File: src/design/tlsf_pkg.sv
`default_nettype none
package tlsf_pkg;

	localparam int COORD_W = 32;
	localparam int COEF_W  = 64;
	localparam int SCAT_W  = 60;
	localparam int WIDE_W  = 128;
	localparam int STEP_W  = 7;

	// Iteration counts of the shared serial units
	localparam logic [STEP_W-1:0] DIV_STEPS_MEAN = 7'd64;
	localparam logic [STEP_W-1:0] DIV_STEPS_UNIT = 7'd32;
	localparam logic [STEP_W-1:0] SQRT_STEPS     = 7'd64;

	// Scatter sums clamp at this magnitude
	localparam logic [SCAT_W-1:0] SCAT_LIM = SCAT_W'(64'h0400_0000_0000_0000);

	typedef enum logic [1:0] {
		ST_FIT      = 2'd0,
		ST_FALLBACK = 2'd1,
		ST_TOO_FEW  = 2'd2,
		ST_OVERFLOW = 2'd3
	} status_t;

	typedef enum logic [4:0] {
		S_LOAD,
		S_MEAN_X,
		S_MEAN_Y,
		S_WALK,
		S_DRAIN,
		S_SQ_D,
		S_SQ_S,
		S_ROOT1,
		S_NORMAL,
		S_SQ_A,
		S_SQ_B,
		S_ROOT2,
		S_UNIT_A,
		S_UNIT_B,
		S_RD_FIRST,
		S_RD_LAST,
		S_FB_LINE,
		S_PROD_A,
		S_PROD_B,
		S_OFFSET,
		S_OUT
	} fit_state_t;

	// Magnitude of a two's complement word
	function automatic logic [63:0] mag64(input logic [63:0] v);
		return v[63] ? (~v + 64'd1) : v;
	endfunction

endpackage
`default_nettype wire

File: src/design/tlsf_mul.sv
`default_nettype none
module tlsf_mul (
	input  logic                       clk,
	input  logic                       arst_n,
	input  logic                       start,
	input  logic [63:0]                op_a,
	input  logic [63:0]                op_b,
	output logic                       done,
	output logic [tlsf_pkg::WIDE_W-1:0] prod
);
	import tlsf_pkg::*;

	logic [63:0]       a_q, b_q;
	logic [WIDE_W-1:0] acc_q;
	logic [1:0]        phase_q;
	logic              busy_q, done_q;
	logic [31:0]       a_half, b_half;
	logic [63:0]       pp;
	logic [WIDE_W-1:0] pp_wide;
	logic [6:0]        shift_amt;

	// Select one 32x32 partial product per cycle
	always_comb begin
		a_half    = phase_q[1] ? a_q[63:32] : a_q[31:0];
		b_half    = phase_q[0] ? b_q[63:32] : b_q[31:0];
		pp        = 64'(a_half) * 64'(b_half);
		shift_amt = 7'({phase_q[1], 5'd0}) + 7'({phase_q[0], 5'd0});
		pp_wide   = WIDE_W'(pp) << shift_amt;
	end

	// Sequence control
	always_ff @(posedge clk or negedge arst_n) begin
		if (!arst_n) begin
			busy_q  <= 1'b0;
			done_q  <= 1'b0;
			phase_q <= '0;
		end else begin
			done_q <= 1'b0;
			if (start) begin
				busy_q  <= 1'b1;
				phase_q <= '0;
			end else if (busy_q) begin
				phase_q <= phase_q + 2'd1;
				if (phase_q == 2'd3) begin
					busy_q <= 1'b0;
					done_q <= 1'b1;
				end
			end
		end
	end

	// Accumulate partial products
	always_ff @(posedge clk) begin
		if (start) begin
			a_q   <= op_a;
			b_q   <= op_b;
			acc_q <= '0;
		end else if (busy_q) begin
			acc_q <= acc_q + pp_wide;
		end
	end

	assign done = done_q;
	assign prod = acc_q;

endmodule
`default_nettype wire

File: config.mk
export PLATFORM = sky130hd
export DESIGN_NAME = tlsf_mul
export DESIGN_NICKNAME = d
export VERILOG_FILES = /design/src/design/tlsf_pkg.sv /design/src/design/tlsf_mul.sv
export SDC_FILE = /design/constraint.sdc
export NUM_CORES = 2
export LEC_CHECK = 0
export ABC_AREA = 1
export BUFFER_PORTS_ARGS = -buffer_cell sky130_fd_sc_hd__buf_2
export CAP_MARGIN = 20
export CORE_MARGIN = 2
export CORE_UTILIZATION = 45
export DETAILED_ROUTE_END_ITERATION = 12
export GPL_ROUTABILITY_DRIVEN = 0
export GPL_TIMING_DRIVEN = 0
export MAX_ROUTING_LAYER = met4
export PLACE_DENSITY = 0.6
export SLEW_MARGIN = 0
export SYNTH_ARGS = -nofsm -noshare
export SYNTH_HDL_FRONTEND = slang
export SYNTH_SLANG_ARGS = --single-unit
File: constraint.sdc
create_clock -name clk -period 10.5 [get_ports clk]
set_input_delay 1.05 -clock clk [delete_from_list [all_inputs] [get_ports clk]]
set_output_delay 1.05 -clock clk [all_outputs]
set_load 0.01 [all_outputs]
Word-level counts from Yosys, hierarchy flattened:

Cells that the tools add are included.

* logic and storage cells: 23
* register bits after elaboration: 260
* input bits: 131
* output and inout port bits: 129

* multiply operators: 1
* equal/unequal tests: 1
* multiplexer cells: 10
* $add $sub $neg: 3
* reductions and logical operators: 1
* shifts and indexed selects: 1

Operators by type and width (number)
* adder 128 bit: 1
* << shifter 64 x 7 -> 128 bit: 1
* multiplier 32 x 32 -> 64 bit: 1
* 2-to-1 mux 32 bit: 2
* adder 6 x 6 -> 7 bit: 1
* 2-to-1 mux 1 bit: 6
* 2-to-1 mux 2 bit: 2
* adder 2 x 1 -> 2 bit, second input constant: 1
* == test 2 bit, second input constant: 1
* nonzero test 2 bit: 1

Depth between registers and ports, before layout:

* word-level depth: 4
* gate-level depth with buffers: 56
* depth with buffers taken out: 54

Worst setup path after synthesis:

Ideal clock, no wire load.

* kind: register to register
* from: reg phase_q[0]
* to: reg acc_q[126] (netlist: prod[126])
* path buffers: 4
* cell stages (with the launch flop): 49
* arrival time: 8.840 ns
* data required time: 10.387 ns
* path slack: 1.547 ns
* setup time: 0.113 ns
* path through: dfrtp_1 > clkbuf_1 > buf_2 > nand2_1 > o21ai_0 > clkbuf_1 > clkbuf_1 > nor2_1 > fa_1 > fa_1 > fa_1 > inv_1 > fa_1 > inv_1 > fa_1 > fa_1 > fa_1 > inv_1 > [13 not listed] > nand2_1 > nor2_1 > ha_1 > nand2_1 > nor2_1 > inv_1 > nor2_1 > inv_1 > nor2_1 > inv_1 > nor3_1 > nand2_1 > nand2_1 > nand3_1 > nand3_1 > nand2_1 > o21ai_1 > inv_1

* longest elaborated chain between the ends: 4

Ends and longest elaborated chain
* from (decl): RTL line tlsf_mul.sv:15 `logic [1:0] phase_q;`
* from (signal assigned): RTL line tlsf_mul.sv:43 `phase_q <= phase_q + 2'd1;`
* 2-to-1 mux 32 bit: RTL line tlsf_mul.sv:25 `b_half = phase_q[0] ? b_q[63:32] : b_q[31:0];`
* multiplier 32 x 32 -> 64 bit: RTL line tlsf_mul.sv:26 `pp = 64'(a_half) * 64'(b_half);`
* << shifter 64 x 7 -> 128 bit (*): RTL line tlsf_mul.sv:28 `pp_wide = WIDE_W'(pp) << shift_amt;`
* adder 128 bit (*): RTL line tlsf_mul.sv:59 `acc_q <= acc_q + pp_wide;`
* to (signal assigned): RTL line tlsf_mul.sv:59
* to (decl): RTL line tlsf_mul.sv:14 `logic [WIDE_W-1:0] acc_q;`

Every way passes the cells marked *; elsewhere a longest branch is shown, timed or not.
A chain may end at the register's enable or synchronous reset.

Worst setup path after layout:

* from: reg phase_q[1]
* to: reg acc_q[118] (netlist: prod[118])

* longest elaborated chain between the ends: 4

Ends and longest elaborated chain
* 2-to-1 mux 32 bit: RTL line tlsf_mul.sv:24 `a_half = phase_q[1] ? a_q[63:32] : a_q[31:0];`
* multiplier 32 x 32 -> 64 bit: RTL line tlsf_mul.sv:26
* << shifter 64 x 7 -> 128 bit (*): RTL line tlsf_mul.sv:28
* adder 128 bit (*): RTL line tlsf_mul.sv:59

Marked as above.

==> results.cfg <==
[timing]
setup_viol = 41
max_freq_ghz = 0.0933
final.setup.tns_ns = -3.19
final_max_slew_viol_count = 0
period_minus_slack_ns = 10.71
slew_headroom_pct = 27.2
hold_violations = 0
fin_ws_ns = -0.215
tightest_slew_ns = 1.09
rsz0062_at_grt = true
fin_crit_sh_pct = 102
skew_ns = 0.0546

[floorplanning]
initial_core_util_pct = 45.3
fp.dieW_um = 351
io_pins = 260
rows = 127
dieArea_um2 = 123000
fp.dieH_um = 351
coreArea_um2 = 120000

[logic_synthesis]
netlist_area_um2 = 54300
avgSynthCellArea_um2 = 7.32
synth_common_cells = 1551 x inv_1, 1381 x nor2_1, 1346 x nand2_1, 897 x fa_1, 391 x ha_1
ys_seq_area_share_pct = 12.0
yosysTopAreaCell = fa_1
synthTopCellsByArea = fa_1 33%, inv_1 11%, nor2_1 9.6%
async_reset_ff_share_pct = 1.54
syn_nets = 8836
synth_top_flop_cell = edfxtp_1
yosysWarnings = 0
ys_ff_latch = 260
yosysUniqueCellTypes = 59
yosysMostFrequentCell = inv_1
syn_inst = 7417
synth_top_cell_area_share_pct = 33.1
synth_edf_count = 128

[min_path]
hp-class = input port to async pin

[layout]
drive_above_1_share_pct = 15.4
fin_area_um2 = 63300
nets = 9275
seqCellArea_um2 = 6510
area_delta_synth_final_pct = 16.7
multiInputGateArea_um2 = 43200
fillers = 12000

[global_route]
grt.total_usage_pct = 39.6
grt_pass1_wl_um = 342000
antenna_found_initial = 4
grt_max_degree = 67
first_global_vias = 53000
grt-ovfl-total = 0

[routing]
first_pass_iters = 8
via_per_inst = 5.58
drtAntennaViolNets = 0
num_vias = 53100
drcViolationCount = 0
drtIter0Drc = 5860
wl_per_cell_um = 24.9
wirelength_um = 236000

[clocking]
clkLatencyLatePin_ns = 0.64
cts_tree = yes
path_clk_slew_ns = 0.07
cts_root_buf = clkbuf_16
clock_path_buffers = 3
clock-sinks = 260
h-tree-depth = 2
cts_inserted_buffers = 36

[placed_design]
dp_hpwl_um = 199000
port_buffers = 259
placed_cell_area_um2 = 57900

[job]
cap_violations = 0

[critical_path]
critPathLaunchType = flop
path_class = flop to flop
cp.required_ns = 11.00
crit_top_cell = fa_1
arrival_ns = 11.22
slowest_stage = fa_2
worstSetupEndpointType = flop
cpPeakStageDelay_ns = 0.61
cp_max_fo = 11

[outcome]
outcome = finished with violations
violations = negative setup slack
[cell usage in the layout (no fill, tap or decap), drive strengths merged, types with 13 or more instances in the layout]
cell,netlist,layout
fa,897,897
o22ai,13,13
clkinv,30,37
buf,25,460
o21bai,55,55
a21oi,339,339
nor3,49,49
a21o,34,34
nor2,1399,1399
ha,391,391
xnor2,33,33
clkbuf,202,217
o21ai,356,356
nand4,19,19
or2,44,44
nand2,1363,1363
xor2,78,78
edfxtp,128,128
inv,1582,1578
dfxtp,128,128
nand3,168,168
[worst paths after layout]
path	slack, ns	cells after the start	endpoint	startpoint
hold reg to reg	0.51	2	prod[12]	prod[12]
min in group clk	0.51	2	prod[12]	prod[12]
max in group asynchronous	10.00	1	phase_q[1]	arst_n
setup / recovery	-0.21	44	prod[118]	phase_q[1]
hold / removal	0.29	1	phase_q[0]	arst_n
setup reg to reg	-0.21	44	prod[118]	phase_q[1]
[final cells by class]
class | count | share of cell area (%)
multi-input combinational | 5318 | 68.2
sequential | 260 | 10.3
timing repair buffer | 405 | 4.08
inverter | 1612 | 9.71
clock inverter | 17 | 0.324
antenna | 7 | 0.0277
buffer | 223 | 2.61
clock buffer | 49 | 1.61
tap | 1612 | 3.18
[state kept, by name, summed over array words and instances, names as in the netlist]
name and flops:
prod 128, b_q 64, busy_q 1, a_q 64
done 1, phase_q 2
[stage by stage]
step,utilization (%),hold slack (ns),cells,setup WS (ns)
final,52.9,0.294,9503,-0.215
after global routing,52.9,0.283,9500,-0.366
after detailed placement,48.3,0.507,9313,-2.65
after CTS,51.6,0.270,9456,-0.00944
after floorplan,-,0.508,7417,1.55
after global placement,48.1,0.498,9288,-3.48
[timing repair]
item / 4_1_cts / 5_1_grt
endpoints found under the setup margin: 110 / 97
pin swaps: 49 / 56
gates cloned: 2 / 0
setup buffers: 79 / 40
resized for setup: 623 / 371
hold buffers: 0 / 0
[critical path, delay by kind of cell (launching register included)]
kind / cells / cell delay [ns]
adders and majority gates: 10 / 4.83
AOI/OAI and AO/OA: 8 / 1.47
buffers and inverters: 9 / 1.16
DFF: 1 / 0.57
and+or+nand+nor: 17 / 2.49
[routing by layer]
layer / wire, µm / GRT usage (%) / vias to the layer above / part of all wire, %
met5: 0 / - / - / 0
met4: 23200 / 28.6 / 0 / 9.8
met3: 26800 / 10.5 / 1008 / 11
met2: 101000 / 59.2 / 3177 / 43
met1: 85000 / 46.0 / 25600 / 36
li1: - / - / 23200 / -
[kinds of logic (layout without fill, tap and decap cells)]
group / Yosys count / count (layout) / share of synthesized area [%]
and+or+nand+nor: 3062 / 3062 / 22.4
buffers and inverters: 1839 / 2306 / 12.8
adders and majority gates: 1288 / 1288 / 42.1
AOI/OAI and AO/OA: 853 / 853 / 8.83
DFF: 260 / 260 / 12.0
xor gates and xnor gates: 111 / 111 / 1.82
muxes: 4 / 4 / 0.0738
other: 0 / 7 / 0
Power is not shown: default switching activity piles up to over one toggle a cycle in this logic, so the estimate is an artifact.
