File: config.mk
export PLATFORM = sky130hd
export DESIGN_NAME = tlsf_div
export DESIGN_NICKNAME = d
export VERILOG_FILES = /design/src/design/tlsf_pkg.sv /design/src/design/tlsf_div.sv
export SDC_FILE = /design/constraint.sdc
export NUM_CORES = 1
export LEC_CHECK = 0
export CORE_MARGIN = 2
export CORE_UTILIZATION = 53
export CTS_CLUSTER_DIAMETER = 60
export CTS_CLUSTER_SIZE = 10
export DETAILED_ROUTE_END_ITERATION = 8
export DONT_BUFFER_PORTS = 1
export PLACE_DENSITY = 0.73
export SETUP_SLACK_MARGIN = 0.15
export SYNTH_ARGS = -nofsm -noshare
export SYNTH_HDL_FRONTEND = slang
export SYNTH_SLANG_ARGS = --single-unit
File: constraint.sdc
create_clock -name clk -period 6.42 [get_ports clk]
set_clock_uncertainty 0.15 [all_clocks]
set_input_delay 0.963 -clock clk [delete_from_list [all_inputs] [get_ports clk]]
set_output_delay 0.963 -clock clk [all_outputs]
set_load 0.005 [all_outputs]
File: src/design/tlsf_pkg.sv
`default_nettype none
package tlsf_pkg;

	localparam int COORD_W = 32;
	localparam int COEF_W  = 64;
	localparam int SCAT_W  = 60;
	localparam int WIDE_W  = 128;
	localparam int STEP_W  = 7;

	// Iteration counts of the shared serial units
	localparam logic [STEP_W-1:0] DIV_STEPS_MEAN = 7'd64;
	localparam logic [STEP_W-1:0] DIV_STEPS_UNIT = 7'd32;
	localparam logic [STEP_W-1:0] SQRT_STEPS     = 7'd64;

	// Scatter sums clamp at this magnitude
	localparam logic [SCAT_W-1:0] SCAT_LIM = SCAT_W'(64'h0400_0000_0000_0000);

	typedef enum logic [1:0] {
		ST_FIT      = 2'd0,
		ST_FALLBACK = 2'd1,
		ST_TOO_FEW  = 2'd2,
		ST_OVERFLOW = 2'd3
	} status_t;

	typedef enum logic [4:0] {
		S_LOAD,
		S_MEAN_X,
		S_MEAN_Y,
		S_WALK,
		S_DRAIN,
		S_SQ_D,
		S_SQ_S,
		S_ROOT1,
		S_NORMAL,
		S_SQ_A,
		S_SQ_B,
		S_ROOT2,
		S_UNIT_A,
		S_UNIT_B,
		S_RD_FIRST,
		S_RD_LAST,
		S_FB_LINE,
		S_PROD_A,
		S_PROD_B,
		S_OFFSET,
		S_OUT
	} fit_state_t;

	// Magnitude of a two's complement word
	function automatic logic [63:0] mag64(input logic [63:0] v);
		return v[63] ? (~v + 64'd1) : v;
	endfunction

endpackage
`default_nettype wire

File: src/design/tlsf_div.sv
`default_nettype none
module tlsf_div (
	input  logic                       clk,
	input  logic                       arst_n,
	input  logic                       start,
	input  logic [63:0]                rem_init,
	input  logic [63:0]                num_init,
	input  logic [63:0]                divisor,
	input  logic [tlsf_pkg::STEP_W-1:0] steps,
	output logic                       done,
	output logic [63:0]                quot
);
	import tlsf_pkg::*;

	logic [63:0]       rem_q, num_q, div_q, quot_q;
	logic [STEP_W-1:0] step_q;
	logic              busy_q, done_q;
	logic [64:0]       trial;
	logic              ge;
	logic [63:0]       rem_d;

	// Shift in one numerator bit, then compare and subtract
	always_comb begin
		trial = {rem_q, num_q[63]};
		ge    = trial >= {1'b0, div_q};
		rem_d = ge ? 64'(trial - {1'b0, div_q}) : trial[63:0];
	end

	always_ff @(posedge clk or negedge arst_n) begin
		if (!arst_n) begin
			busy_q <= 1'b0;
			done_q <= 1'b0;
			step_q <= '0;
		end else begin
			done_q <= 1'b0;
			if (start) begin
				busy_q <= 1'b1;
				step_q <= steps;
			end else if (busy_q) begin
				step_q <= step_q - STEP_W'(1);
				if (step_q == STEP_W'(1)) begin
					busy_q <= 1'b0;
					done_q <= 1'b1;
				end
			end
		end
	end

	always_ff @(posedge clk) begin
		if (start) begin
			rem_q  <= rem_init;
			num_q  <= num_init;
			div_q  <= divisor;
			quot_q <= '0;
		end else if (busy_q) begin
			rem_q  <= rem_d;
			num_q  <= {num_q[62:0], 1'b0};
			quot_q <= {quot_q[62:0], ge};
		end
	end

	assign done = done_q;
	assign quot = quot_q;

endmodule
`default_nettype wire

-- Word level (Yosys, flattened, before mapping)
Index checks and enable logic that the tools add are counted.
- flip-flop bits (word level): 265
- bits of input ports: 202
- output and inout port bits: 65
- logic and storage cells: 25
- $add $sub $neg: 2
- magnitude comparators: 1
- equal/unequal tests: 1
- mux-type cells: 13
- reductions and logical operators: 1
- operators with widths (kind ; count):
    two-way mux 64 bit ; 5
    >= comparator 65 x 64 -> 1 bit ; 1
    subtractor 64 bit ; 1
    two-way mux 7 bit ; 2
    equality test 7 x 1 -> 1 bit (second input constant) ; 1
    subtractor 7 x 1 -> 7 bit (second input constant) ; 1
    two-way mux 1 bit ; 6
    nonzero test 2 bit ; 1

-- Longest topological paths before layout
Gate-level depths: netlist of run 1.
- depth after elaboration: 4
- gate-level depth with buffers: 16
- depth with buffers taken out: 15

-- Least setup slack after synthesis of run 1
Ideal clock, no wire load.
- path type: input -> register
- start point: input port start
- end point: register num_q[0], enable pin
- library setup time: 0.481 ns
- data arrival time: 4.613 ns
- data required time: 5.789 ns
- path slack: 1.177 ns
- stages on the path: 6
- buffers on the path: 4
- cells stage by stage: clkbuf_1 clkbuf_1 buf_1 clkbuf_1 nor2_1 inv_1
- word-level cells in the longest chain between the ends: 1
- RTL lines (what ; line ; source):
    start, declared ; tlsf_div.sv:5 ; input logic start,
    nonzero test 2 bit (no line) ; -- ;
    end signal, assigned ; tlsf_div.sv:52 ; num_q <= num_init;
    end signal, assigned ; tlsf_div.sv:57 ; num_q <= {num_q[62:0], 1'b0};
    end, declared ; tlsf_div.sv:15 ; logic [63:0] rem_q, num_q, div_q, quot_q;
No other way between the ends.
A chain may end at the register's enable or synchronous reset.

-- Final worst setup path of run 1
- start point: register rem_q[5]
- end point: register rem_q[0] (data pin)
- word-level cells in the longest chain between the ends: 4
- RTL lines (what ; line ; source):
    start, declared ; tlsf_div.sv:15 ;
    start signal, assigned ; tlsf_div.sv:51 ; rem_q <= rem_init;
    start signal, assigned ; tlsf_div.sv:56 ; rem_q <= rem_d;
    >= comparator 65 x 64 -> 1 bit ; tlsf_div.sv:25 ; ge = trial >= {1'b0, div_q};
    two-way mux 64 bit ; tlsf_div.sv:26 ; rem_d = ge ? 64'(trial - {1'b0, div_q}) : trial[63:0];
    two-way mux 64 bit ; tlsf_div.sv:55 ; end else if (busy_q) begin
    two-way mux 64 bit ; tlsf_div.sv:50 ; if (start) begin
No other way between the ends. The select of a mux whose other input is x is not followed.

==> results.cfg, run 1 <==
[synth]
synth_xor_area_share_pct = 3.689
synthTopCellsByCount = edfxtp_1, nor2_1, nand2_1
yosysWarnings = 0
synthAdderAreaFrac_pct = 5.746
synthMuxAreaShare_pct = 10.44
synth_top_family_by_area = compound AO/OA/AOI/OAI gates
synth_edf_count = 192
yosysMostFrequentCell = edfxtp_1
syn_inst = 1387
synth_cell_type_count = 64
ys_seq_area_share_pct = 49.40
ys_seq_elements = 265
syn_avg_cell_area_sq_um = 10.61
synth_compound_area_share_pct = 14.04
synth.net_count = 1656
yosys.area_share.simple_pct = 12.10
synth_top_area_cell = edfxtp_1
synth-main-ff-cell = edfxtp_1
synth.cell_area_sq_um = 14720
async_reset_ff_share_pct = 3.396
synth_area_leaders = edfxtp_1, dfxtp_1, ha_1
synth_top_area_share_pct = 39.17

[route]
drt_wl_total_microns = 33290
drt_first_pass_iters = 7
vias = 10290
wl_per_cell_microns = 18.95
drc_errors = 0
ant_nets = 0
vias_per_cell = 5.857
drtIter0Drc = 689

[sta]
fin_crit_sh_pct = 72.20
finalSetupTns_ns = 0
setup_violations = 0
rsz0062_at_grt = false
period_needed_ns = 4.635
worstMarginPinSlew_ns = 1.104
slew_headroom_pct = 26.40
hold_viol_final = 0
drv_slew = 0
timing.fmax_ghz = 0.2158

[place]
dp_cells = 1690
gp_congestion = 0.9121
numPortBuffers = 0
hpwl_microns = 23140

[clock_tree]
cts_tree = done
post_cts_buffers = 0
cts.sinks = 265
ctsRootBufferMaster = clkbuf_16
clkTransAtPathRegs_ns = 0.06
htree_levels = 2
cts_hold_buf = 1
clock_latency_ns = 0.52
clockBufferDepth = 3
numCtsBuffers = 36
post_cts_resized = 0

[status]
status = finished clean

[worst_setup_path]
reg2reg_depth = 13
endpoint_kind = flip-flop
worstPathArrival_ns = 4.75
crit_buf_inv = 1
start_kind = flip-flop
critical_path.max_fanout = 42
crit_family = compound AO/OA/AOI/OAI gates
slowest_stage = a21oi_4
reg2reg_to = rem_q[0]
max_stage_delay_ns = 0.64
timing.rr.start = rem_q[5]
crit_type = reg -> reg
required_ns = 6.54
path_cells = ha_1 > a211oi_1 > nor2_1 > a311oi_2 > a31oi_1 > a211o_1 > a21o_1 > a41oi_2 > a21oi_2 > a21oi_4 > buf_4 > mux2i_1 > mux2_2
reg2reg_slack_ns = 1.79

[global_route]
grt_start_max_net_pins = 377
grt.overflow.total = 0
grt_usage_pct = 22.07
first_global_vias = 9958
grt_pass1_wl_microns = 51180
antenna_found_initial = 12

[floorplan]
pin_count = 267
core_sq_um = 27550
row_count = 61
dieArea_sq_um = 29120
die_x_microns = 170.7
initial_core_util_pct = 53.43
die_h_microns = 170.7

[hold_path]
min_to = div_q[1]
whs_path_depth = 0
min-delay-path-class = in -> reg
min_from = divisor[1]

[cells_and_area]
area_growth_pct = 8.933
fin_nets = 1620
fillCellCount = 2273
final_cell_count_no_fill = 1757
layout-drive-gt1-share_pct = 9.316

[flow_run]
drv_cap = 0

[power]
power_leakage_nw = 6.655
ir_drop_v = 0.0002564
total_power_w = 0.007239
p_per_area_nw_per_um2 = 451.4
## sequential cells by signal, indices dropped and copies added, names as in the netlist
register and cells:
done 1, div_q 64, num_q 64, step_q 7, busy_q 1, rem_q 64
quot 64
## area by class of cell
cell class              instances  area (sq um)  share of cell area (%)
diodes                          5         12.51                 0.07803
clock buffers                  49         970.9                   6.055
clock inverters                12         130.1                  0.8115
inverters                      90         340.3                   2.122
multi-input cells             953          6780                   42.28
flip-flops and latches        265          7276                   45.37
well taps                     378         473.0                   2.949
repair buffers                  5         52.55                  0.3277
## placed cells by master (no fill, tap or decap), drive strengths merged, types with 6 or more instances in the layout
cell type and instances:
nand3b 36, o21ai 60, nand2 109, nand3 9, edfxtp 192, a211oi 12, ha 66, xnor2 33
a31oi 8, a21o 29, nor3 23, nor2 118, nand4 24, xor2 29, inv 94, o21a 13
dfrtp 9, nor4 6, a221o 11, clkbuf 49, a21boi 6, mux2i 77, o211ai 8, mux2 68
a21oi 88, o311ai 34, dfxtp 64, o21bai 13, nor2b 16
## power by group
| part | internal [W] | switching [W] | leakage (nW) |
|---|---|---|---|
| Clock | 0.00111 | 0.000753 | 0.528 |
| Sequential | 0.00223 | 0.000166 | 2.62 |
| Combinational | 0.00122 | 0.00176 | 3.50 |
## worst max path at each step
| stage | start | end | slack [ns] | cells past startpoint |
|---|---|---|---|---|
| floorplan | start | num_q[0] | 1.18 | 6 |
| global placement | rem_q[5] | rem_q[0] | 1.88 | 13 |
| detailed placement | rem_q[5] | rem_q[0] | 1.81 | 13 |
| CTS | rem_q[5] | rem_q[0] | 1.79 | 13 |
| global route | rem_q[5] | rem_q[0] | 1.46 | 13 |
| finish | rem_q[5] | rem_q[0] | 1.79 | 13 |
## cell families (layout without fill, tap and decap cells)
family | after synthesis | count (layout)
flip-flops | 265 | 265
AND/OR/NAND/NOR | 370 | 370
adder cells (fa/ha/maj) | 67 | 67
multiplexers | 145 | 145
XOR/XNOR | 62 | 62
AO/OA/AOI/OAI | 309 | 309
other | 0 | 5
buffers and inverters | 169 | 156
## per-layer routing
| layer | global-route usage (%) | wire [microns] |
|---|---|---|
| met5 | 0 | 117 |
| met4 | 7.023 | 770 |
| met3 | 9.230 | 3480 |
| met2 | 34.75 | 14990 |
| met1 | 27.57 | 13930 |
## metrics by stage
step | instance area (sq um) | setup slack [ns] | util (%) | hold slack [ns]
floorplan | 14720 | 1.177 | - | 0.3353
global placement | 14910 | 1.880 | 54.12 | 0.3608
detailed placement | 14910 | 1.807 | 54.12 | 0.3722
CTS | 16020 | 1.790 | 58.15 | 0.3526
global route | 16030 | 1.456 | 58.16 | 0.3543
finish | 16040 | 1.785 | 58.20 | 0.3818
(Power assumes the default switching activity.)
==> run 2, diff against run 1 <==
--- a/config.mk
+++ b/config.mk
@@ -11,7 +11,7 @@
 export CTS_CLUSTER_SIZE = 10
 export DETAILED_ROUTE_END_ITERATION = 8
 export DONT_BUFFER_PORTS = 1
-export PLACE_DENSITY = 0.73
+export PLACE_DENSITY = 0.76
 export SETUP_SLACK_MARGIN = 0.15
 export SYNTH_ARGS = -nofsm -noshare
 export SYNTH_HDL_FRONTEND = slang
==> constraint.sdc (replaced) <==
create_clock -name clk -period 4.11 [get_ports clk]
set_clock_uncertainty 0.15 [all_clocks]
set_input_delay 0.6165 -clock clk [delete_from_list [all_inputs] [get_ports clk]]
set_output_delay 0.6165 -clock clk [all_outputs]
set_load 0.005 [all_outputs]
==> results.cfg, run 2 (synthesized netlist as in run 1, its figures left out) <==
[worst_setup_path]
crit_buf_inv = 1
max_stage_delay_ns = 0.41
reg2reg_slack_ns = 0.25
critical_path.max_fanout = 15
reg2reg_depth = 13
cpMostUsedCell = a21oi_4
crit_family = compound AO/OA/AOI/OAI gates
reg2reg_to = rem_q[54]
crit_type = reg -> reg
timing.rr.start = rem_q[8]
worstPathArrival_ns = 3.98
slowest_stage = a21oi_4
endpoint_kind = flip-flop
start_kind = flip-flop
path_cells = ha_2 > a21oi_2 > nor2b_1 > a311oi_2 > a31oi_2 > a211o_1 > a21o_1 > a41oi_2 > a21oi_4 > a21oi_4 > buf_4 > nor3_1 > a221o_1
required_ns = 4.22

[sta]
fin_ws_ns = 0.2471
worstMarginPinSlew_ns = 0.7689
fin_crit_sh_pct = 93.99
timing.fmax_ghz = 0.2589
slew_headroom_pct = 48.74
finalSetupTns_ns = 0
setup_violations = 0
rsz0062_at_grt = true
drv_slew = 0
hold_viol_final = 0
period_needed_ns = 3.863

[floorplan]
dieArea_sq_um = 29120
die_h_microns = 170.7
row_count = 61
initial_core_util_pct = 53.43
die_x_microns = 170.7
core_sq_um = 27550
pin_count = 267

[clock_tree]
clkTransAtPathRegs_ns = 0.06
clockBufferDepth = 3
ctsRootBufferMaster = clkbuf_16
clock_latency_ns = 0.52
numCtsBuffers = 36
htree_levels = 2
cts.sinks = 265
cts_tree = done

[global_route]
first_global_vias = 10190
grt_start_max_net_pins = 377
grt_pass1_wl_microns = 52380
grt_usage_pct = 22.66
grt.overflow.total = 0
antenna_found_initial = 11

[status]
status = finished clean

[cells_and_area]
fin_nets = 1646
final_cell_count_no_fill = 1782
layout-drive-gt1-share_pct = 12.15
final_cell_mix = edfxtp_1, nor2_1, nand2_1
area_growth_pct = 11.33
post-route-util_pct = 59.48
layout_commonest_cell = edfxtp_1

[hold_path]
min_from = divisor[62]
min-delay-path-class = in -> reg
min_to = div_q[62]
whs_path_depth = 0

[route]
drt_wl_total_microns = 34860
drtIter0Drc = 908
drt_first_pass_iters = 7
ant_nets = 0
wl_per_cell_microns = 19.56
vias_per_cell = 5.883
drc_errors = 0
vias = 10480

[power]
ir_drop_v = 0.0004367
power_leakage_nw = 6.800
total_power_w = 0.01175
p_per_area_nw_per_um2 = 716.9

[place]
numPortBuffers = 0
dp_slack_ns = 0.1332
hpwl_microns = 24100
gp_congestion = 0.8990
dp_cells = 1709

[flow_run]
drv_cap = 0
run 2: per-stage QoR:
step / hold WS (ns) / cell area (sq um)
after floorplan: 0.1709 / 14730
after global placement: 0.1719 / 15070
after detailed placement: 0.1719 / 15070
after CTS: 0.02219 / 16180
after global routing: 0.01963 / 16380
final: 0.03994 / 16390
run 2: worst reg2reg max path, delay by kind of cell, from the launching register on:
family / cells / cell delay (ns)
and+or+nand+nor: 2 / 0.15
buffers and inverters: 1 / 0.29
AOI/OAI and AO/OA: 9 / 2.28
adders and majority gates: 1 / 0.35
DFF: 1 / 0.39
run 2: cell type report:
type	count	area (sq um)
fill	2271	11160
sequential	265	7276
multi-input combinational	954	6912
clock buffer	50	974.7
tap	378	473.0
inverter	90	341.6
timing repair buffer	30	277.8
clock inverter	10	121.4
antenna	5	12.51
run 2: power breakdown:
part	total (W)	internal, W	switching [W]
combinational	0.00508	0.00220	0.00288
clock	0.00290	0.00174	0.00116
sequential	0.00377	0.00349	0.000280
total	0.0117	0.00743	0.00432
run 2: worst max-delay path by stage:
stage,slack [ns],from,to,cells past startpoint
final,0.25,rem_q[8],rem_q[54],13
after global routing,0.12,rem_q[5],rem_q[57],15
after CTS,0.15,rem_q[5],rem_q[31],13
after detailed placement,0.13,rem_q[5],rem_q[32],13
after global placement,0.23,rem_q[5],rem_q[36],13
after floorplan,0.16,start,num_q[0],6
run 2: routing by layer:
layer | vias up | global-route usage [%] | share of wire, %
met1 | 4933 | 28.30 | 42
met4 | 14 | 5.500 | 1.8
li1 | 5103 | - | -
met3 | 59 | 8.906 | 10
met2 | 375 | 36.97 | 46
met5 | - | 0 | 0.27
run 2: timing repair:
action | in CTS | in global routing
setup buffers | 0 | 5
hold buffers | 1 | 0
cloned | 0 | 2
endpoints found under the setup margin | 6 | 60
pin swaps | 1 | 6
hold endpoints to repair | 9 | 0
resized for setup | 0 | 26
