<file path="config.mk">
export PLATFORM = sky130hd
export DESIGN_NAME = tlsf_sqrt
export DESIGN_NICKNAME = d
export VERILOG_FILES = /design/src/design/tlsf_pkg.sv /design/src/design/tlsf_sqrt.sv
export SDC_FILE = /design/constraint.sdc
export NUM_CORES = 1
export LEC_CHECK = 0
export BUFFER_PORTS_ARGS = -buffer_cell sky130_fd_sc_hd__buf_2
export CORE_ASPECT_RATIO = 0.9
export CORE_UTILIZATION = 40
export CTS_CLUSTER_SIZE = 24
export DETAILED_ROUTE_END_ITERATION = 10
export PLACE_DENSITY = 0.69
export SLEW_MARGIN = 40
export SYNTH_ARGS = -nofsm -noshare
export SYNTH_HDL_FRONTEND = slang
export SYNTH_SLANG_ARGS = --single-unit
</file>
<file path="constraint.sdc">
create_clock -name clk -period 4.1 [get_ports clk]
set_clock_uncertainty 0.15 [all_clocks]
set_input_delay 0.82 -clock clk [delete_from_list [all_inputs] [get_ports clk]]
set_output_delay 0.82 -clock clk [all_outputs]
set_load 0.01 [all_outputs]
</file>
<file path="src/design/tlsf_pkg.sv">
`default_nettype none
package tlsf_pkg;

	localparam int COORD_W = 32;
	localparam int COEF_W  = 64;
	localparam int SCAT_W  = 60;
	localparam int WIDE_W  = 128;
	localparam int STEP_W  = 7;

	// Iteration counts of the shared serial units
	localparam logic [STEP_W-1:0] DIV_STEPS_MEAN = 7'd64;
	localparam logic [STEP_W-1:0] DIV_STEPS_UNIT = 7'd32;
	localparam logic [STEP_W-1:0] SQRT_STEPS     = 7'd64;

	// Scatter sums clamp at this magnitude
	localparam logic [SCAT_W-1:0] SCAT_LIM = SCAT_W'(64'h0400_0000_0000_0000);

	typedef enum logic [1:0] {
		ST_FIT      = 2'd0,
		ST_FALLBACK = 2'd1,
		ST_TOO_FEW  = 2'd2,
		ST_OVERFLOW = 2'd3
	} status_t;

	typedef enum logic [4:0] {
		S_LOAD,
		S_MEAN_X,
		S_MEAN_Y,
		S_WALK,
		S_DRAIN,
		S_SQ_D,
		S_SQ_S,
		S_ROOT1,
		S_NORMAL,
		S_SQ_A,
		S_SQ_B,
		S_ROOT2,
		S_UNIT_A,
		S_UNIT_B,
		S_RD_FIRST,
		S_RD_LAST,
		S_FB_LINE,
		S_PROD_A,
		S_PROD_B,
		S_OFFSET,
		S_OUT
	} fit_state_t;

	// Magnitude of a two's complement word
	function automatic logic [63:0] mag64(input logic [63:0] v);
		return v[63] ? (~v + 64'd1) : v;
	endfunction

endpackage
`default_nettype wire

</file>
<file path="src/design/tlsf_sqrt.sv">
`default_nettype none
module tlsf_sqrt (
	input  logic                        clk,
	input  logic                        arst_n,
	input  logic                        start,
	input  logic [tlsf_pkg::WIDE_W-1:0] radicand,
	output logic                        done,
	output logic [63:0]                 root
);
	import tlsf_pkg::*;

	logic [WIDE_W-1:0] rad_q;
	logic [65:0]       rem_q;
	logic [63:0]       root_q;
	logic [STEP_W-1:0] step_q;
	logic              busy_q, done_q;
	logic [67:0]       r2, trial;
	logic              ge;

	// One root bit per cycle, two radicand bits brought down
	always_comb begin
		r2    = {rem_q, rad_q[WIDE_W-1 -: 2]};
		trial = {2'b00, root_q, 2'b01};
		ge    = r2 >= trial;
	end

	always_ff @(posedge clk or negedge arst_n) begin
		if (!arst_n) begin
			busy_q <= 1'b0;
			done_q <= 1'b0;
			step_q <= '0;
		end else begin
			done_q <= 1'b0;
			if (start) begin
				busy_q <= 1'b1;
				step_q <= SQRT_STEPS;
			end else if (busy_q) begin
				step_q <= step_q - STEP_W'(1);
				if (step_q == STEP_W'(1)) begin
					busy_q <= 1'b0;
					done_q <= 1'b1;
				end
			end
		end
	end

	always_ff @(posedge clk) begin
		if (start) begin
			rad_q  <= radicand;
			rem_q  <= '0;
			root_q <= '0;
		end else if (busy_q) begin
			rad_q  <= {rad_q[WIDE_W-3:0], 2'b00};
			rem_q  <= ge ? 66'(r2 - trial) : r2[65:0];
			root_q <= {root_q[62:0], ge};
		end
	end

	assign done = done_q;
	assign root = root_q;

endmodule
`default_nettype wire

</file>
* Word level (Yosys, flattened, before mapping)
Cells that the tools add are included.
** Storage, ports and cells
- Flip-flop bits (word level) :: 267
- Input port bits :: 131
- Output and inout port bits :: 65
- Word-level logic and storage cells :: 22
** Cells by class
- $add $sub $neg :: 2
- Magnitude comparators :: 1
- Equal/unequal tests :: 1
- Muxes and demuxes :: 11
- Reduce and logical (&&, ||, !) cells :: 1
** Operator list (count)
- 2-to-1 mux 128 bit :: 2
- greater-or-equal comparator 68 x 66 -> 1 bit :: 1
- 2-to-1 mux 66 bit :: 1
- subtractor 66 bit :: 1
- 2-to-1 mux 7 bit :: 2
- == test 7 x 1 -> 1 bit (second input constant) :: 1
- subtractor 7 x 1 -> 7 bit (second input constant) :: 1
- 2-to-1 mux 1 bit :: 6
- nonzero test 2 bit :: 1

* Logic depth before layout (Yosys ltp)
Gate-level depths: netlist of run 1.
- Depth in word-level cells :: 4
- Gate-level depth with buffers :: 15
- Gate-level depth less buffers :: 12

* Worst setup path after synthesis of run 1
No wires, ideal clock.
- Path type :: input -> register
- From :: in start
- To :: reg rad_q[0] (enable)
- Library setup time :: 1.108 ns
- Arrival time :: 3.528 ns
- Required time :: 2.842 ns
- Setup slack :: -0.686 ns
- Stages :: 4
- Buffers on the path :: 2
- Path through :: clkbuf_1 > inv_1 > clkbuf_1 > nand2_1
** Between the ends
- Longest elaborated chain between the ends :: 1
** Ends and longest elaborated chain
- start: declaration :: line tlsf_sqrt.sv:5 : input logic start,
- nonzero test 2 bit (no line)
- end signal: assignment :: line tlsf_sqrt.sv:49 : rad_q <= radicand;
- end signal: assignment :: line tlsf_sqrt.sv:53 : rad_q <= {rad_q[WIDE_W-3:0], 2'b00};
- end: declaration :: line tlsf_sqrt.sv:12 : logic [WIDE_W-1:0] rad_q;
Every way passes these cells.
A chain may end at the register's enable or synchronous reset.

* Worst setup path in the final report of run 1
- From :: reg root_q[53], in the netlist root[53]
- To :: reg rem_q[7]
** Between the ends
- Longest elaborated chain between the ends :: 2
** Ends and longest elaborated chain
- start: declaration :: line tlsf_sqrt.sv:14 : logic [63:0] root_q;
- start signal: assignment :: line tlsf_sqrt.sv:55 : root_q <= {root_q[62:0], ge};
- greater-or-equal comparator 68 x 66 -> 1 bit :: line tlsf_sqrt.sv:24 : ge = r2 >= trial;
- 2-to-1 mux 66 bit :: line tlsf_sqrt.sv:54 : rem_q <= ge ? 66'(r2 - trial) : r2[65:0];
- end signal: assignment :: line tlsf_sqrt.sv:54
- end: declaration :: line tlsf_sqrt.sv:13 : logic [65:0] rem_q;
Every way passes these cells.

==> impl_metrics.csv, run 1 <==
group,metric,value,unit
run_status,status,"completed",
worst_setup_path,critPathSlowestCell,"o21a_4",
floorplanning,core_area,37470,um^2
sta,finalSetupViolCount,0,
floorplanning,dieArea,39020,um^2
yosys,synth_fp_nets,1798,
sta,tightest_slew,764.4,ps
floorplanning,die_w,208.1,um
clocking,clockBufferDepth,3,
cells_and_area,stdcell_area,17860,um^2
worst_setup_path,path_buf_inv,2,
clocking,ctsHtreeMaxLevel,1,
yosys,syn_avg_cell_area,9.564,um^2
floorplanning,die_h,187.5,um
power,p_leak,7.875,nW
yosys,yosysSeqAreaShare,43.62,%
routing,totalWireLength,37910,um
worst_setup_path,critical-path-top-delay-family,"compound AO/OA/AOI/OAI gates",
sta,max_freq,267.9,MHz
clocking,clock_latency,590,ps
routing,drtPass1Iterations,7,
worst_setup_path,crit_chain,"inv_1 -> ha_1 -> a21oi_1 -> o21ai_1 -> a211oi_1 -> o31ai_2 -> a221oi_1 -> o21a_1 -> o21a_4 -> buf_4 -> nand2_1 -> a311oi_1",
cells_and_area,area_growth,16.80,%
sta,holdWs,340.4,ps
yosys,syn_inst,1599,
routing,drc,0,
yosys,synth_seq_cells,267,
yosys,synthFlopType,"dfxtp_1",
floorplanning,start_util,40.81,%
power,power_density,746.2,nW/um^2
sta,fin_tns_setup,0,ps
grt,grt_pass1_wl,61570,um
placed_design,gp_congestion,0.9177,
routing,vias_per_cell,5.393,
cells_and_area,num-fill-cells,3572,
placed_design,dpl.hpwl,27390,um
clocking,clk_pin_slew_worst_paths,60,ps
routing,drtIter0Drc,836,
flow_run,drv_cap,0,
clocking,numClockSinks,267,
grt,gr-total-overflow,0,
yosys,async_reset_ff_share,3.371,%
worst_setup_path,worstSetupStartpointType,"flop",
routing,wl_per_cell,16.75,um
placed_design,dpl_cell_area,16710,um^2
worst_setup_path,crit_required,4410,ps
worst_setup_path,crit_fanout,28,
clocking,clockRootBuffer,"clkbuf_16",
grt,grt_antenna_before_repair,6,
cells_and_area,drive_gt1_share,23.69,%
sta,timing.final.crit_share,91.06,%
yosys,synth.cell_area,15290,um^2
floorplanning,rows,67,
yosys,ys_warn_count,0,
worst_setup_path,worst_ep_arrival_time,4040,ps
yosys,synth_most_common_cell,"nand2_1",
sta,hold_viol,0,
placed_design,port_buffers,195,
clocking,post_cts_buffers,0,
cells_and_area,num-nets-final,1952,
yosys,yosys-top-cells-area,"edfxtp_1 (25%), dfxtp_1 (17%), mux2_2 (9.3%)",
routing,drt.antenna.violating_nets,0,
yosys,synth.cells.most_frequent,"nand2_1 (189), nor2_1 (183), dfxtp_1 (130)",
yosys,synth_edf_count,128,
sta,min_period,3733,ps
grt,grt_pass1_vias,12000,
clocking,cts_made_buffers,30,
sta,relSlewSlack,47.72,%
grt,grt_max_degree,160,
yosys,synthDistinctLibCells,70,
worst_setup_path,endpoint_kind,"flop",
clocking,cts_tree,"built",
routing,vias,12210,
cells_and_area,multi_input_area,7899,um^2
worst_setup_path,max_stage_delay,430,ps
cells_and_area,seqCellArea,6675,um^2
yosys,synth_top_area_share,25.13,%
min_path,min_path_type,"flop to flop",
power,peakVddDrop,0.0005128,V
worst_setup_path,criticalPathCategory,"flop to flop",
sta,finalMaxSlewViolations,0,
yosys,yosysTopAreaCell,"edfxtp_1",
grt,grt.total_usage,19.10,%
floorplanning,io_pins,196,
==> what timing repair did <==
item | in CTS | in global routing
gates resized for setup | 0 | 2
hold buffers | 1 | 0
endpoints found under the hold margin | 9 | 0
endpoints found under the setup margin | 0 | 34
==> registers in the layout, summed over array words and instances, names as in the netlist <==
signal	flops
busy_q	1
done	1
rad_q	128
rem_q	66
root	64
step_q	7
==> routing by layer <==
layer / track usage [%] / vias to the layer above / wire (um)
li1: - / 6043 / -
met1: 25.38 / 5751 / 17310
met4: 3.789 / 4 / 532
met3: 5.862 / 40 / 3098
met5: 0 / - / 27
met2: 30.63 / 367 / 16940
==> layout by cell type (no fill, tap or decap), drive strengths merged, types with 11 or more instances in the layout <==
| cell | count |
|---|---|
| nand4 | 27 |
| nand2 | 189 |
| o211ai | 12 |
| a21oi | 95 |
| clkbuf | 35 |
| a21o | 20 |
| o21a | 11 |
| mux2i | 67 |
| buf | 217 |
| dfxtp | 130 |
| o21ai | 51 |
| nor2 | 183 |
| xnor2 | 46 |
| inv | 99 |
| mux2 | 126 |
| a31oi | 15 |
| ha | 68 |
| xor2 | 18 |
| nor3 | 30 |
| o21bai | 16 |
| nand3 | 16 |
| a311oi | 49 |
| edfxtp | 128 |
==> power breakdown <==
part           leakage [nW]  internal [mW]  switching, mW  total (mW)
registers              2.53           3.31          0.292        3.60
clock network         0.525           1.77           1.17        2.95
logic                  4.82           2.83           3.96        6.78
==> kinds of logic after synthesis <==
group | after synthesis | synth area share (%)
AND/OR/NAND/NOR | 494 | 14.37
adder cells (fa/ha/maj) | 68 | 5.563
multiplexers | 193 | 13.66
XOR/XNOR | 64 | 3.665
buffers and inverters | 191 | 4.909
flip-flops | 267 | 43.62
AO/OA/AOI/OAI | 322 | 14.21
==> worst paths after layout <==
path	slack (ps)	endpoint	from	cells after the start
worst max-delay path	370	rem_q[7]	root[53]	12
worst min-delay path	340	rem_q[11]	rem_q[9]	2
worst max register to register	370	rem_q[7]	root[53]	12
worst min register to register	340	rem_q[11]	rem_q[9]	2
max in group asynchronous	3100	busy_q	arst_n	2
min in group asynchronous	500	done	arst_n	2
==> worst min-delay path: stages, from the launching register on <==
cell	delay (ps)
dfxtp_1	320
nand2_1	60
a311oi_1	70
==> cell type report <==
type	count	area share (%)
diodes	3	0.04203
multi-input cells	1141	44.22
clock buffers	35	4.420
inverters	95	1.996
flip-flops and latches	267	37.37
well taps	483	3.383
repair buffers	218	6.878
clock inverters	21	1.695
==> per-stage QoR <==
step                utilization, %  power (mW)  instances  setup WS (ps)
global placement             44.51       10.16       2200          145.4
detailed placement           44.60       10.30       2202          109.5
floorplan                        -       8.751       1599          581.5
finish                       47.67       13.33       2263          366.7
global route                 47.66       14.31       2261         -6.914
CTS                          47.54       13.33       2259          60.14
Note: power is estimated with default switching activity, not from simulation.
==> inputs of run 2 (changes only) <==
--- a/config.mk
+++ b/config.mk
@@ -8,9 +8,10 @@
 export BUFFER_PORTS_ARGS = -buffer_cell sky130_fd_sc_hd__buf_2
 export CORE_ASPECT_RATIO = 0.9
 export CORE_UTILIZATION = 40
+export CTS_BUF_LIST = sky130_fd_sc_hd__clkbuf_16
 export CTS_CLUSTER_SIZE = 24
 export DETAILED_ROUTE_END_ITERATION = 10
-export PLACE_DENSITY = 0.69
+export PLACE_DENSITY = 0.62
 export SLEW_MARGIN = 40
 export SYNTH_ARGS = -nofsm -noshare
 export SYNTH_HDL_FRONTEND = slang
==> impl_metrics.csv, run 2 (same netlist as run 1, synthesis figures left out) <==
group,metric,value,unit
cells_and_area,num-nets-final,1950,
sta,fin_tns_setup,0,ps
sta,min_period,3773,ps
clocking,ctsHtreeMaxLevel,1,
grt,grt.total_usage,19.37,%
sta,finalSetupViolCount,0,
worst_setup_path,critPathSlowestCell,"o21ai_0",
cells_and_area,layout_commonest_cell,"buf_2",
routing,drc,0,
cells_and_area,area_growth,15.57,%
grt,grt_antenna_before_repair,7,
sta,finalMaxSlewViolations,0,
worst_setup_path,critical-path-top-delay-family,"compound AO/OA/AOI/OAI gates",
min_path,min_path_type,"flop to flop",
routing,drt.antenna.violating_nets,0,
cells_and_area,largest_reg_flops,128,
floorplanning,die_h,187.5,um
clocking,clk_pin_slew_worst_paths,70,ps
routing,drtPass1Iterations,5,
sta,relSlewSlack,47.34,%
power,peakVddDrop,0.0003592,V
power,power_density,730.4,nW/um^2
clocking,post_cts_buffers,0,
cells_and_area,multi_input_area,7894,um^2
placed_design,port_buffers,195,
cells_and_area,seqCellArea,6675,um^2
grt,grt_pass1_wl,62400,um
floorplanning,io_pins,196,
routing,vias_per_cell,5.378,
worst_setup_path,crit_chain,"inv_1 -> ha_1 -> a21o_1 -> o2bb2ai_1 -> o21ai_0 -> nand2_1 -> o21ai_0 -> nand4_1 -> a31oi_1 -> mux2i_1 -> o211ai_1 -> a21oi_1",
routing,wl_per_cell,16.74,um
power,power,12.91,mW
clocking,clockRootBuffer,"clkbuf_16",
routing,totalWireLength,37880,um
run_status,status,"completed",
cells_and_area,layout.cells.non_filler,2263,
floorplanning,die_w,208.1,um
flow_run,drv_cap,0,
floorplanning,core_area,37470,um^2
grt,grt_max_degree,150,
cells_and_area,top_register,"rad_q",
power,p_leak,7.815,nW
grt,grt_pass1_vias,11970,
clocking,clock_latency,600,ps
sta,max_freq,265.1,MHz
worst_setup_path,worst_ep_arrival_time,4130,ps
sta,timing.final.crit_share,92.02,%
clocking,clockBufferDepth,3,
sta,rsz0062_at_grt,"no",
clocking,cts_tree,"built",
worst_setup_path,crit_fanout,9,
clocking,cts_made_buffers,31,
floorplanning,start_util,40.81,%
cells_and_area,final_cell_mix,"buf_2 (194), nand2_1 (188), nor2_1 (183), dfxtp_1 (130), edfxtp_1 (128)",
routing,vias,12170,
worst_setup_path,endpoint_kind,"flop",
worst_setup_path,path_buf_inv,1,
cells_and_area,num-fill-cells,3622,
placed_design,dpl.hpwl,27030,um
routing,drtIter0Drc,799,
worst_setup_path,criticalPathCategory,"flop to flop",
cells_and_area,drive_gt1_share,23.21,%
worst_setup_path,worstSetupStartpointType,"flop",
floorplanning,rows,67,
sta,tightest_slew,787.0,ps
floorplanning,dieArea,39020,um^2
worst_setup_path,max_stage_delay,510,ps
placed_design,placedCellCount,2200,
placed_design,gp_congestion,0.8680,
grt,gr-total-overflow,0,
worst_setup_path,crit_required,4460,ps
worst_setup_path,timing.critical_path.mode_cell,"o21ai_0",
sta,hold_viol,0,
clocking,numClockSinks,267,
## run 2: cell types whose count changed in the layout (fill, tap and decap cells not counted), sizes merged
cell | before | now
inv | 99 | 104
buf | 217 | 214
clkinv | 9 | 15
bufinv | 6 | 0
clkbuf | 35 | 31
diode | 3 | 5
## run 2: layout make-up
cell class                      instances  area share, %
Antenna cell                            5        0.07079
Clock buffer                           31          4.389
Clock inverter                         26         0.8353
Inverter                               95          2.018
Multi-Input combinational cell       1141          44.66
Sequential cell                       267          37.77
Tap cell                              483          3.419
Timing Repair Buffer                  215          6.838
## run 2: where the power goes
part | switching, mW | internal, mW | total [mW]
logic | 3.94 | 2.82 | 6.76
registers | 0.299 | 3.31 | 3.61
clock network | 1.17 | 1.38 | 2.55
## run 2: repair_timing
action / 4_1_cts / 5_1_grt
hold buffers: 1 / 0
gates resized for setup: 0 / 1
endpoints found under the setup margin: 0 / 14
endpoints found under the hold margin: 9 / 0
## run 2: path summary, 6_finish.rpt
path / from / to / slack (ps) / depth (start not counted)
max: root[14] / rem_q[61] / 330 / 12
max reg2reg: root[14] / rem_q[61] / 330 / 12
min: rem_q[18] / rem_q[20] / 340 / 2
min reg2reg: rem_q[18] / rem_q[20] / 340 / 2
min in group asynchronous: arst_n / step_q[6] / 480 / 2
max in group asynchronous: arst_n / busy_q / 3100 / 2
## run 2: metrics by stage
| step | hold slack, ps | area (um^2) | worst slack, ps | util, % |
|---|---|---|---|---|
| global placement | 327.9 | 16710 | 385.7 | 44.61 |
| CTS | 336.2 | 17650 | 243.1 | 47.11 |
| global route | 349.5 | 17670 | 86.62 | 47.15 |
| detailed placement | 338.7 | 16720 | 297.4 | 44.62 |
| finish | 338.3 | 17670 | 327.2 | 47.17 |
| floorplan | 308.8 | 15300 | 581.5 | - |
## run 2: worst register-to-register path, cell delays in order, from the launching register on
cell and delay [ps]:
dfxtp_1 380, inv_1 70, ha_1 440, a21o_1 250, o2bb2ai_1 130, o21ai_0 420
nand2_1 90, o21ai_0 510, nand4_1 290, a31oi_1 440, mux2i_1 240, o211ai_1 100
a21oi_1 190
## run 2: routing by layer
| layer | share of wire, % | track usage, % |
|---|---|---|
| met1 | 47 | 26.26 |
| met2 | 44 | 30.64 |
| met3 | 7.1 | 5.426 |
| met4 | 2.0 | 4.245 |
| met5 | 0.092 | 0 |
